## config.mk

```make
export PLATFORM = sky130hd
export DESIGN_NAME = ordered_array_table_engine_top_flat
export DESIGN_NICKNAME = d
export VERILOG_FILES = /design/src/design/oat_pkg.sv /design/src/design/oat_if.sv /design/src/design/oat_ctrl.sv /design/src/design/oat_datapath.sv /design/src/design/ordered_array_table_engine_top.sv /design/src/flat_wrapper.sv
export SDC_FILE = /design/constraint.sdc
export NUM_CORES = 2
export LEC_CHECK = 0
export ABC_CLOCK_PERIOD_IN_PS = 6890
export BUFFER_PORTS_ARGS = -buffer_cell sky130_fd_sc_hd__buf_2
export CAP_MARGIN = 20
export CORE_MARGIN = 2
export CORE_UTILIZATION = 45
export CTS_CLUSTER_DIAMETER = 100
export DETAILED_ROUTE_END_ITERATION = 16
export PLACE_DENSITY = 0.6
export SYNTH_ARGS = -nofsm -noshare
export SYNTH_HDL_FRONTEND = slang
export SYNTH_SLANG_ARGS = --single-unit
export TNS_END_PERCENT = 5
```

## constraint.sdc

```tcl
create_clock -name clk -period 6.89 [get_ports clk]
set_input_delay 1.0335 -clock clk [delete_from_list [all_inputs] [get_ports clk]]
set_output_delay 1.0335 -clock clk [all_outputs]
set_load 0.005 [all_outputs]
```

## src/design/oat_pkg.sv

```systemverilog
// Shared codes, payload types, controller states and control structs for the table engine.
package oat_pkg;

    localparam logic [3:0] REQ_PUSH_BACK  = 4'd0;
    localparam logic [3:0] REQ_PUSH_FRONT = 4'd1;
    localparam logic [3:0] REQ_POP_BACK   = 4'd2;
    localparam logic [3:0] REQ_POP_FRONT  = 4'd3;
    localparam logic [3:0] REQ_INSERT     = 4'd4;
    localparam logic [3:0] REQ_ERASE      = 4'd5;
    localparam logic [3:0] REQ_REPLACE    = 4'd6;
    localparam logic [3:0] REQ_GET        = 4'd7;
    localparam logic [3:0] REQ_SEARCH     = 4'd8;
    localparam logic [3:0] REQ_CLEAR      = 4'd9;

    localparam logic [1:0] STATUS_OK    = 2'd0;
    localparam logic [1:0] STATUS_RANGE = 2'd1;
    localparam logic [1:0] STATUS_EMPTY = 2'd2;
    localparam logic [1:0] STATUS_FULL  = 2'd3;

    typedef struct packed {
        logic [3:0]  req_type;
        logic [6:0]  position;
        logic [5:0]  end_position;
        logic [31:0] item_value;
        logic [31:0] new_value;
    } req_t;

    typedef struct packed {
        logic [1:0]  status;
        logic [31:0] read_value;
        logic        found;
        logic [5:0]  found_index;
        logic [6:0]  element_total;
    } rsp_t;

    typedef enum logic [2:0] {
        S_IDLE,
        S_DECODE,
        S_WALK,
        S_FLUSH,
        S_FINISH
    } state_t;

    typedef struct packed {
        logic load;
        logic decode;
        logic issue;
        logic finish;
    } cmd_t;

    typedef struct packed {
        logic walk_en;
        logic walk_last;
        logic out_free;
    } sts_t;

endpackage

```

## src/design/oat_if.sv

```systemverilog
// Valid/ready channel interfaces for requests and responses.
interface oat_req_if;
    import oat_pkg::*;

    logic valid;
    logic ready;
    req_t payload;

    modport source (output valid, output payload, input ready);
    modport sink (input valid, input payload, output ready);
endinterface

interface oat_rsp_if;
    import oat_pkg::*;

    logic valid;
    logic ready;
    rsp_t payload;

    modport source (output valid, output payload, input ready);
    modport sink (input valid, input payload, output ready);
endinterface

```

## src/design/oat_ctrl.sv

```systemverilog
// Controller state machine that sequences decode, memory walk and result hand-over.
module oat_ctrl (
    input  logic          clk,
    input  logic          rst_n,
    input  logic          in_valid,
    output logic          in_ready,
    input  oat_pkg::sts_t sts,
    output oat_pkg::cmd_t cmd
);
    import oat_pkg::*;

    state_t state_reg;
    state_t state_next;

    always_ff @(posedge clk or negedge rst_n)
    begin
        if (!rst_n)
        begin
            state_reg <= S_IDLE;
        end
        else
        begin
            state_reg <= state_next;
        end
    end

    always_comb
    begin
        state_next = state_reg;
        unique case (state_reg)
            S_IDLE:
            begin
                if (in_valid)
                begin
                    state_next = S_DECODE;
                end
            end
            S_DECODE:
            begin
                state_next = sts.walk_en ? S_WALK : S_FINISH;
            end
            S_WALK:
            begin
                if (sts.walk_last)
                begin
                    state_next = S_FLUSH;
                end
            end
            S_FLUSH:
            begin
                state_next = S_FINISH;
            end
            S_FINISH:
            begin
                if (sts.out_free)
                begin
                    state_next = S_IDLE;
                end
            end
            default:
            begin
                state_next = S_IDLE;
            end
        endcase
    end

    always_comb
    begin
        cmd      = '0;
        in_ready = 1'b0;
        unique case (state_reg)
            S_IDLE:
            begin
                in_ready = 1'b1;
                cmd.load = in_valid;
            end
            S_DECODE:
            begin
                cmd.decode = 1'b1;
            end
            S_WALK:
            begin
                cmd.issue = 1'b1;
            end
            S_FLUSH:
            begin
                cmd = '0;
            end
            S_FINISH:
            begin
                cmd.finish = sts.out_free;
            end
            default:
            begin
                cmd = '0;
            end
        endcase
    end

endmodule

```

## src/design/oat_datapath.sv

```systemverilog
// Datapath: request registers, element memory with its walk pipeline, count and result register.
module oat_datapath #(
    parameter int DEPTH      = 64,
    parameter int ELEM_WIDTH = 32
) (
    input  logic          clk,
    input  logic          rst_n,
    input  oat_pkg::cmd_t cmd,
    output oat_pkg::sts_t sts,
    input  oat_pkg::req_t in_payload,
    output logic          out_valid,
    input  logic          out_ready,
    output oat_pkg::rsp_t out_payload
);
    import oat_pkg::*;

    localparam int AW   = $clog2(DEPTH);
    localparam int CW   = $clog2(DEPTH + 1);
    localparam int CMPW = (CW > 7) ? CW : 7;

    // Request held for the whole transaction.
    logic [3:0]            req_type_reg;
    logic [6:0]            pos_reg;
    logic [5:0]            endp_reg;
    logic [ELEM_WIDTH-1:0] item_reg;
    logic [ELEM_WIDTH-1:0] new_reg;

    logic [CW-1:0]         count_reg;
    logic [CW-1:0]         count_new_reg;
    logic [1:0]            status_reg;
    logic                  fw_en_reg;
    logic [AW-1:0]         fw_addr_reg;

    logic [AW-1:0]         rd_addr_reg;
    logic [AW-1:0]         last_reg;
    logic                  down_reg;
    logic                  first_pending_reg;
    logic                  s1_valid_reg;
    logic                  s1_first_reg;
    logic [AW-1:0]         s1_addr_reg;
    logic [ELEM_WIDTH-1:0] rdata_reg;

    logic [ELEM_WIDTH-1:0] rd_reg;
    logic                  found_reg;
    logic [AW-1:0]         idx_reg;

    logic                  out_valid_reg;
    logic                  out_valid_next;
    rsp_t                  out_reg;

    logic [ELEM_WIDTH-1:0] mem [DEPTH];

    logic [63:0]           item_wide;
    logic [63:0]           new_wide;
    logic [63:0]           rd_wide;
    logic [63:0]           idx_wide;
    logic [63:0]           cnt_wide;

    // Decode results.
    logic [CMPW-1:0]       pos_x;
    logic [CMPW-1:0]       endp_x;
    logic [CMPW-1:0]       cnt_x;
    logic                  is_full;
    logic                  is_empty;
    logic [CW-1:0]         cnt_m1;
    logic [AW-1:0]         cnt_m1_a;
    logic [AW-1:0]         pos_a;
    logic [AW-1:0]         endp_a;
    logic [1:0]            dec_status;
    logic                  dec_walk;
    logic [AW-1:0]         dec_start;
    logic [AW-1:0]         dec_last;
    logic                  dec_down;
    logic                  dec_fw_en;
    logic [AW-1:0]         dec_fw_addr;
    logic [CW-1:0]         dec_count;

    // Memory write port.
    logic                  match;
    logic                  wr_en;
    logic [AW-1:0]         wr_addr;
    logic [ELEM_WIDTH-1:0] wr_data;

    assign item_wide = 64'(in_payload.item_value);
    assign new_wide  = 64'(in_payload.new_value);

    always_ff @(posedge clk)
    begin
        if (cmd.load)
        begin
            req_type_reg <= in_payload.req_type;
            pos_reg      <= in_payload.position;
            endp_reg     <= in_payload.end_position;
            item_reg     <= item_wide[ELEM_WIDTH-1:0];
            new_reg      <= new_wide[ELEM_WIDTH-1:0];
        end
    end

    assign pos_x    = CMPW'(pos_reg);
    assign endp_x   = CMPW'(endp_reg);
    assign cnt_x    = CMPW'(count_reg);
    assign is_full  = cnt_x >= CMPW'(DEPTH);
    assign is_empty = (count_reg == '0);
    assign cnt_m1   = count_reg - CW'(1);
    assign cnt_m1_a = cnt_m1[AW-1:0];
    assign pos_a    = pos_x[AW-1:0];
    assign endp_a   = endp_x[AW-1:0];

    always_comb
    begin
        dec_status  = STATUS_OK;
        dec_walk    = 1'b0;
        dec_start   = '0;
        dec_last    = '0;
        dec_down    = 1'b0;
        dec_fw_en   = 1'b0;
        dec_fw_addr = '0;
        dec_count   = count_reg;
        unique case (req_type_reg)
            REQ_PUSH_BACK:
            begin
                if (is_full)
                begin
                    dec_status = STATUS_FULL;
                end
                else
                begin
                    dec_fw_en   = 1'b1;
                    dec_fw_addr = count_reg[AW-1:0];
                    dec_count   = count_reg + CW'(1);
                end
            end
            REQ_PUSH_FRONT:
            begin
                if (is_full)
                begin
                    dec_status = STATUS_FULL;
                end
                else
                begin
                    dec_fw_en = 1'b1;
                    dec_count = count_reg + CW'(1);
                    dec_walk  = !is_empty;
                    dec_start = cnt_m1_a;
                    dec_down  = 1'b1;
                end
            end
            REQ_POP_BACK:
            begin
                if (is_empty)
                begin
                    dec_status = STATUS_EMPTY;
                end
                else
                begin
                    dec_walk  = 1'b1;
                    dec_start = cnt_m1_a;
                    dec_last  = cnt_m1_a;
                    dec_count = cnt_m1;
                end
            end
            REQ_POP_FRONT:
            begin
                if (is_empty)
                begin
                    dec_status = STATUS_EMPTY;
                end
                else
                begin
                    dec_walk  = 1'b1;
                    dec_last  = cnt_m1_a;
                    dec_count = cnt_m1;
                end
            end
            REQ_INSERT:
            begin
                if (pos_x > cnt_x)
                begin
                    dec_status = STATUS_RANGE;
                end
                else if (is_full)
                begin
                    dec_status = STATUS_FULL;
                end
                else
                begin
                    dec_fw_en   = 1'b1;
                    dec_fw_addr = pos_a;
                    dec_count   = count_reg + CW'(1);
                    dec_walk    = (pos_x < cnt_x);
                    dec_start   = cnt_m1_a;
                    dec_last    = pos_a;
                    dec_down    = 1'b1;
                end
            end
            REQ_ERASE:
            begin
                if (pos_x >= cnt_x)
                begin
                    dec_status = STATUS_RANGE;
                end
                else
                begin
                    dec_walk  = 1'b1;
                    dec_start = pos_a;
                    dec_last  = cnt_m1_a;
                    dec_count = cnt_m1;
                end
            end
            REQ_REPLACE:
            begin
                if (pos_x >= cnt_x || endp_x >= cnt_x || pos_x > endp_x)
                begin
                    dec_status = STATUS_RANGE;
                end
                else
                begin
                    dec_walk  = 1'b1;
                    dec_start = pos_a;
                    dec_last  = endp_a;
                end
            end
            REQ_GET:
            begin
                if (pos_x >= cnt_x)
                begin
                    dec_status = STATUS_RANGE;
                end
                else
                begin
                    dec_walk  = 1'b1;
                    dec_start = pos_a;
                    dec_last  = pos_a;
                end
            end
            REQ_SEARCH:
            begin
                dec_walk = !is_empty;
                dec_last = cnt_m1_a;
            end
            REQ_CLEAR:
            begin
                dec_count = '0;
            end
            default:
            begin
                dec_count = count_reg;
            end
        endcase
    end

    always_ff @(posedge clk)
    begin
        if (cmd.decode)
        begin
            status_reg    <= dec_status;
            fw_en_reg     <= dec_fw_en;
            fw_addr_reg   <= dec_fw_addr;
            count_new_reg <= dec_count;
            last_reg      <= dec_last;
            down_reg      <= dec_down;
        end
    end

    // Walk address and the stage that holds the data read in the previous cycle.
    always_ff @(posedge clk)
    begin
        if (cmd.decode)
        begin
            rd_addr_reg <= dec_start;
        end
        else if (cmd.issue)
        begin
            rd_addr_reg <= down_reg ? rd_addr_reg - AW'(1) : rd_addr_reg + AW'(1);
        end
        if (cmd.issue)
        begin
            s1_addr_reg  <= rd_addr_reg;
            s1_first_reg <= first_pending_reg;
        end
    end

    always_ff @(posedge clk or negedge rst_n)
    begin
        if (!rst_n)
        begin
            s1_valid_reg      <= 1'b0;
            first_pending_reg <= 1'b0;
            count_reg         <= '0;
            out_valid_reg     <= 1'b0;
        end
        else
        begin
            s1_valid_reg <= cmd.issue;
            if (cmd.decode)
            begin
                first_pending_reg <= 1'b1;
            end
            else if (cmd.issue)
            begin
                first_pending_reg <= 1'b0;
            end
            if (cmd.finish)
            begin
                count_reg <= count_new_reg;
            end
            out_valid_reg <= out_valid_next;
        end
    end

    assign match = (rdata_reg == item_reg);

    always_comb
    begin
        wr_en   = 1'b0;
        wr_addr = s1_addr_reg;
        wr_data = rdata_reg;
        if (s1_valid_reg)
        begin
            case (req_type_reg) inside
                REQ_PUSH_FRONT, REQ_INSERT:
                begin
                    wr_en   = 1'b1;
                    wr_addr = s1_addr_reg + AW'(1);
                end
                REQ_POP_FRONT, REQ_ERASE:
                begin
                    // The first entry read is the one being dropped.
                    wr_en   = !s1_first_reg;
                    wr_addr = s1_addr_reg - AW'(1);
                end
                REQ_REPLACE:
                begin
                    wr_en   = match;
                    wr_data = new_reg;
                end
                default:
                begin
                    wr_en = 1'b0;
                end
            endcase
        end
        if (cmd.finish && fw_en_reg)
        begin
            wr_en   = 1'b1;
            wr_addr = fw_addr_reg;
            wr_data = item_reg;
        end
    end

    always_ff @(posedge clk)
    begin
        if (wr_en)
        begin
            mem[wr_addr] <= wr_data;
        end
        rdata_reg <= mem[rd_addr_reg];
    end

    always_ff @(posedge clk)
    begin
        if (cmd.load)
        begin
            rd_reg    <= '0;
            found_reg <= 1'b0;
            idx_reg   <= '0;
        end
        else if (s1_valid_reg)
        begin
            case (req_type_reg) inside
                REQ_POP_BACK, REQ_POP_FRONT, REQ_GET:
                begin
                    if (s1_first_reg)
                    begin
                        rd_reg <= rdata_reg;
                    end
                end
                REQ_SEARCH:
                begin
                    if (match && !found_reg)
                    begin
                        found_reg <= 1'b1;
                        idx_reg   <= s1_addr_reg;
                    end
                end
                default:
                begin
                    rd_reg <= rd_reg;
                end
            endcase
        end
    end

    assign rd_wide  = 64'(rd_reg);
    assign idx_wide = 64'(idx_reg);
    assign cnt_wide = 64'(count_new_reg);

    assign out_valid_next = cmd.finish ? 1'b1 : (out_ready ? 1'b0 : out_valid_reg);

    always_ff @(posedge clk)
    begin
        if (cmd.finish)
        begin
            out_reg.status        <= status_reg;
            out_reg.read_value    <= rd_wide[31:0];
            out_reg.found         <= found_reg;
            out_reg.found_index   <= idx_wide[5:0];
            out_reg.element_total <= cnt_wide[6:0];
        end
    end

    assign out_valid     = out_valid_reg;
    assign out_payload   = out_reg;
    assign sts.walk_en   = dec_walk;
    assign sts.walk_last = (rd_addr_reg == last_reg);
    assign sts.out_free  = !out_valid_reg || out_ready;

endmodule

```

## src/design/ordered_array_table_engine_top.sv

```systemverilog
// Top level of the ordered table engine: controller, datapath and checks.
//
//  Channel | Direction | Payload                                         | Handshake
//  req     | in        | req_type, position, end_position, item, new     | valid/ready
//  rsp     | out       | status, read_value, found, found_index, total   | valid/ready
//
// Push back, pop with an empty table, clear and refused requests skip the memory walk.
// A request that walks the memory reads N entries, N being the entries walked (up to
// DEPTH): the single read port of the element memory moves one entry per cycle.
// Reset clears the element count and the control state, not the memory; memory contents are never read before written.
// A new transaction is accepted while a result waits; the result hand-over holds until
// the response register is free.
module ordered_array_table_engine_top #(
    parameter int DEPTH      = 64,
    parameter int ELEM_WIDTH = 32
) (
    input logic        clk,
    input logic        rst_n,
    oat_req_if.sink    req,
    oat_rsp_if.source  rsp
);
    import oat_pkg::*;

    cmd_t cmd;
    sts_t sts;

    oat_ctrl u_ctrl (
        .clk      (clk),
        .rst_n    (rst_n),
        .in_valid (req.valid),
        .in_ready (req.ready),
        .sts      (sts),
        .cmd      (cmd)
    );

    oat_datapath #(
        .DEPTH      (DEPTH),
        .ELEM_WIDTH (ELEM_WIDTH)
    ) u_datapath (
        .clk         (clk),
        .rst_n       (rst_n),
        .cmd         (cmd),
        .sts         (sts),
        .in_payload  (req.payload),
        .out_valid   (rsp.valid),
        .out_ready   (rsp.ready),
        .out_payload (rsp.payload)
    );

    // A result is only written into a free response register.
    a_finish_slot_free: assert property (@(posedge clk) disable iff (!rst_n)
        cmd.finish |-> (!rsp.valid || rsp.ready))
        else $error("result written over a pending response");

    // The engine is busy for the cycle after a transaction is accepted.
    a_busy_after_accept: assert property (@(posedge clk) disable iff (!rst_n)
        (req.valid && req.ready) |=> !req.ready)
        else $error("request accepted while a transaction is in progress");

    // A refused request returns no data and no search hit.
    a_error_no_data: assert property (@(posedge clk) disable iff (!rst_n)
        (rsp.valid && rsp.payload.status != STATUS_OK) |->
        (rsp.payload.read_value == 32'd0 && !rsp.payload.found))
        else $error("refused request returned data");

    // The reported count never exceeds the table size.
    a_total_bounded: assert property (@(posedge clk) disable iff (!rst_n)
        rsp.valid |-> (32'(rsp.payload.element_total) <= DEPTH))
        else $error("element total above table depth");

endmodule
```

## src/flat_wrapper.sv

```systemverilog
// flat-port wrapper written by rule: the top's interface ports become plain ports
module ordered_array_table_engine_top_flat import oat_pkg::*;
#(
    parameter int DEPTH      = 64,
    parameter int ELEM_WIDTH = 32
)
  (clk, rst_n, req_valid, req_payload, req_ready, rsp_valid, rsp_payload, rsp_ready);
  oat_req_if req_i ();
  oat_rsp_if rsp_i ();
  input logic clk;
  input logic rst_n;
  input wire logic [$bits(req_i.valid)-1:0] req_valid;
  input wire logic [$bits(req_i.payload)-1:0] req_payload;
  output wire logic [$bits(req_i.ready)-1:0] req_ready;
  output wire logic [$bits(rsp_i.valid)-1:0] rsp_valid;
  output wire logic [$bits(rsp_i.payload)-1:0] rsp_payload;
  input wire logic [$bits(rsp_i.ready)-1:0] rsp_ready;
  assign req_i.valid = req_valid;
  assign req_i.payload = req_payload;
  assign req_ready = req_i.ready;
  assign rsp_valid = rsp_i.valid;
  assign rsp_payload = rsp_i.payload;
  assign rsp_i.ready = rsp_ready;
  ordered_array_table_engine_top #(.DEPTH(DEPTH), .ELEM_WIDTH(ELEM_WIDTH)) u_core (.clk(clk), .rst_n(rst_n), .req(req_i), .rsp(rsp_i));
endmodule
```

==> impl_results.md <==
* Initial Utilization at between 40% and 50%
* RSZ-0062 raised after global routing: false
* Area of the mapped netlist at slightly below 0.09 mm^2
* R2r setup slk at 1.75 ns
* CP Max Fanout at 27
* Insertion delay to the later sink of the worst-skew pair at 0.87 ns
* Met3 Usage GRT at under 10%
* Placed wire-length estimate at around 130,000 um
* DRT Pass-1 Iters at 6
* Async set-reset flop share out of synthesis at 0.566%
* Commonest non-fill, non-tap cell in the layout: edfxtp_1
* Leak at between 30 and 40 nW
* Met2 GRT Util at 33.6%
* Max-slew headroom at the worst pin at 18.6%
* Via count at 43,041
* Post-CTS sizing at 0
* Largest net degree at the start of global routing at 126
* Fmax at 195 MHz
* CTS tree: done
* Post-Syn Instances at approximately 4,200
* Crit-path leading delay family: simple AND/OR/NAND/NOR gates
* Most frequent cells in the layout: edfxtp_1, mux4_2, clkbuf_16
* Final ANT Viol Nets at 0
* Core Rows at 163
* Placed Cells at slightly below 7,000
* Io pins at 135
* Worst Tran Pin Value at 1.22 ns
* Minimum clock period at 5.14 ns
* CTS root buffer: clkbuf_16
* Worst R2R Path Depth at 8
* EDFF count, synth at 2,213
* Deepest clock path buffer count at 3
* Synth cell types at 78
* DRC errors left at 0
* Worst setup path class: register to register
* CP bufs+invs at 1
* Number of flip-flops in the largest register at a little over 2,000
* Pwr Density at 451 mW/mm^2
* Die area at 0.201 mm^2
* Avg Cell Area, Syn at 21.4 um^2
* Synthesized flop and latch total at 2,297
* Wire length per cell at approximately 31 um
* Drt via density at 5.93
* H-tree Lvls at 4
* WL final at roughly 220,000 um
* Setup Buffers After CTS at 0
* Die W at 448 um
* Status: finished clean
* Worst r2r src: u_core.u_datapath.req_type_reg[2]$_DFFE_PP_
* Reg2Reg Capture Point: u_core.u_datapath.mem[48][31]$_DFFE_PP_
* Worst EP required at about 7.5 ns
* Critical path depth at 8
* Top Usage Layer GRT: met2
* Worst min path class: input port to async pin
* Number of global-route vias before repair at 42,511
* Starting DRT DRC Count at 5,280
* First-pass GRT wire length at around 320,000 um
* Sinks on Clock Net at 2,297
* Largest Register: u_core.u_datapath.mem
* Final GP Congestion at 0.876
* Final Core Density at 51.6%
* Max-slew violations at 0
* Finish-stage setup viols at 0
* Final Hold Viols at 0
* TritonCTS Buffers at 227
* Die height at 448 um
* Total Neg Setup Slack at 0 ns
* Post-synthesis sequential area ratio at about three quarters
* Hold_buf cts at 0
* Maxcap violations at 0
* Fin cells at 7,264
* CP startpoint kind: register
* Worst hold margin at 0.0674 ns
* Core area at 0.197 mm^2
* Nets@finish at between 4,000 and 5,000
* YS warnings at 0
* CP max stage cell: edfxtp_1
* Worst path cell trace: nor2_1 > a211oi_2 > a21boi_1 > mux2i_1 > a21oi_1 > nand3_1 > nor2_4 > buf_4
* Share of layout cells above drive strength 1 at 28.2%
* IO Port Bufs at 134
* Crit. End Element: register
* Maximum vdd drop at 362 uV
* Post-synth top flop: edfxtp_1
* Period utilization at between 70 and 80%
* Arr. time, crit path at 5.70 ns
* Gr usage total at 22.3%
* CTS clock-pin slew for the worst setup and hold paths at 0.06 ns
* Initial antenna violation count at 16
* Layout Skew at 0.0269 ns
* GR Util met1 at 33.5%
* Total grt overflow at 0
* Layout area overhead at 14.3%
* Max incr delay on CP at roughly 0.98 ns
* Syn nets at 4,271
## layer usage
layer	vias to the layer above	wire length, um
met5	-	24
met4	4	6590
met3	293	17100
met2	1809	103000
met1	23050	96800
li1	17885	-
## report_power, final
part           internal, mW  switching, mW
Combinational          4.99           10.0
Clock                  6.88           5.13
Sequential             18.3          0.442
Total                  30.2           15.6
## cell usage after synthesis (3+ instances only)
cell type  instances  share of area, %
mux4_2           586                15
and2_1            34              0.24
nand3_1           32              0.18
ha_1              31              0.44
dfrtp_1           13              0.37
and3_1             8             0.056
a221o_1           14              0.16
buf_6              6             0.076
inv_1             36              0.15
nor3_1            17             0.096
dfxtp_1           71               1.6
edfxtp_1        2213                75
mux2i_1           68              0.77
nand4_1           16              0.11
a21o_1             7             0.059
a22oi_1           67              0.57
nand2b_1           9             0.063
xnor2_1           43              0.42
a31oi_1           30              0.21
o22ai_1            4             0.028
buf_1             15             0.063
a211oi_1          59              0.50
nand2_1          215              0.91
nor4_1             5             0.035
mux2_2             3             0.038
nor2_1           106              0.45
clkbuf_1         126              0.53
a21oi_1           79              0.44
a22o_1             4             0.039
buf_2             75              0.42
o21ai_0           56              0.32
nor2b_1           38              0.27
xor2_1             8             0.079
## final cells by class
| class | instances | area [um^2] |
|---|---|---|
| fill | 15306 | 95200 |
| clock inverter | 109 | 1080 |
| clock buffer | 304 | 6090 |
| timing repair buffer | 281 | 2320 |
| multi-input combinational | 1595 | 20400 |
| sequential | 2297 | 68200 |
| tap | 2640 | 3300 |
| antenna | 1 | 2.50 |
| inverter | 37 | 139 |
## kinds of logic (layout without fill, tap and decap cells)
kind of cell / Yosys count / count (layout) / share of synthesized area [%]
DFF: 2297 / 2297 / 76.7
AOI/OAI and AO/OA: 352 / 352 / 2.70
xor gates and xnor gates: 54 / 54 / 0.557
and+or+nand+nor: 500 / 500 / 2.62
other: 0 / 1 / 0
adders and majority gates: 32 / 32 / 0.459
muxes: 657 / 657 / 15.7
buffers and inverters: 262 / 731 / 1.28
## worst max-delay path by stage
stage | startpoint | endpoint | slack, ns
floorplan | rsp_ready | u_core.u_datapath.mem[0][23]$_DFFE_PP_ | 1.69
finish | u_core.u_datapath.req_type_reg[2]$_DFFE_PP_ | u_core.u_datapath.mem[48][31]$_DFFE_PP_ | 1.75
detailed placement | rsp_ready | u_core.u_datapath.mem[48][3]$_DFFE_PP_ | 1.66
global placement | u_core.u_datapath.req_type_reg[2]$_DFFE_PP_ | u_core.u_datapath.mem[36][27]$_DFFE_PP_ | 1.66
global route | u_core.u_datapath.req_type_reg[2]$_DFFE_PP_ | u_core.u_datapath.mem[48][31]$_DFFE_PP_ | 1.50
CTS | u_core.u_datapath.req_type_reg[2]$_DFFE_PP_ | u_core.u_datapath.mem[48][31]$_DFFE_PP_ | 1.92
## through the flow
step	instance area (um^2)	power (mW)	worst slack, ns
final	102000	45.8	1.75
after global routing	102000	47.4	1.50
after CTS	101000	46.0	1.92
after detailed placement	94100	34.1	1.66
after global placement	93800	33.9	1.66
after floorplan	88900	27.7	1.69
(Power assumes the default switching activity.)
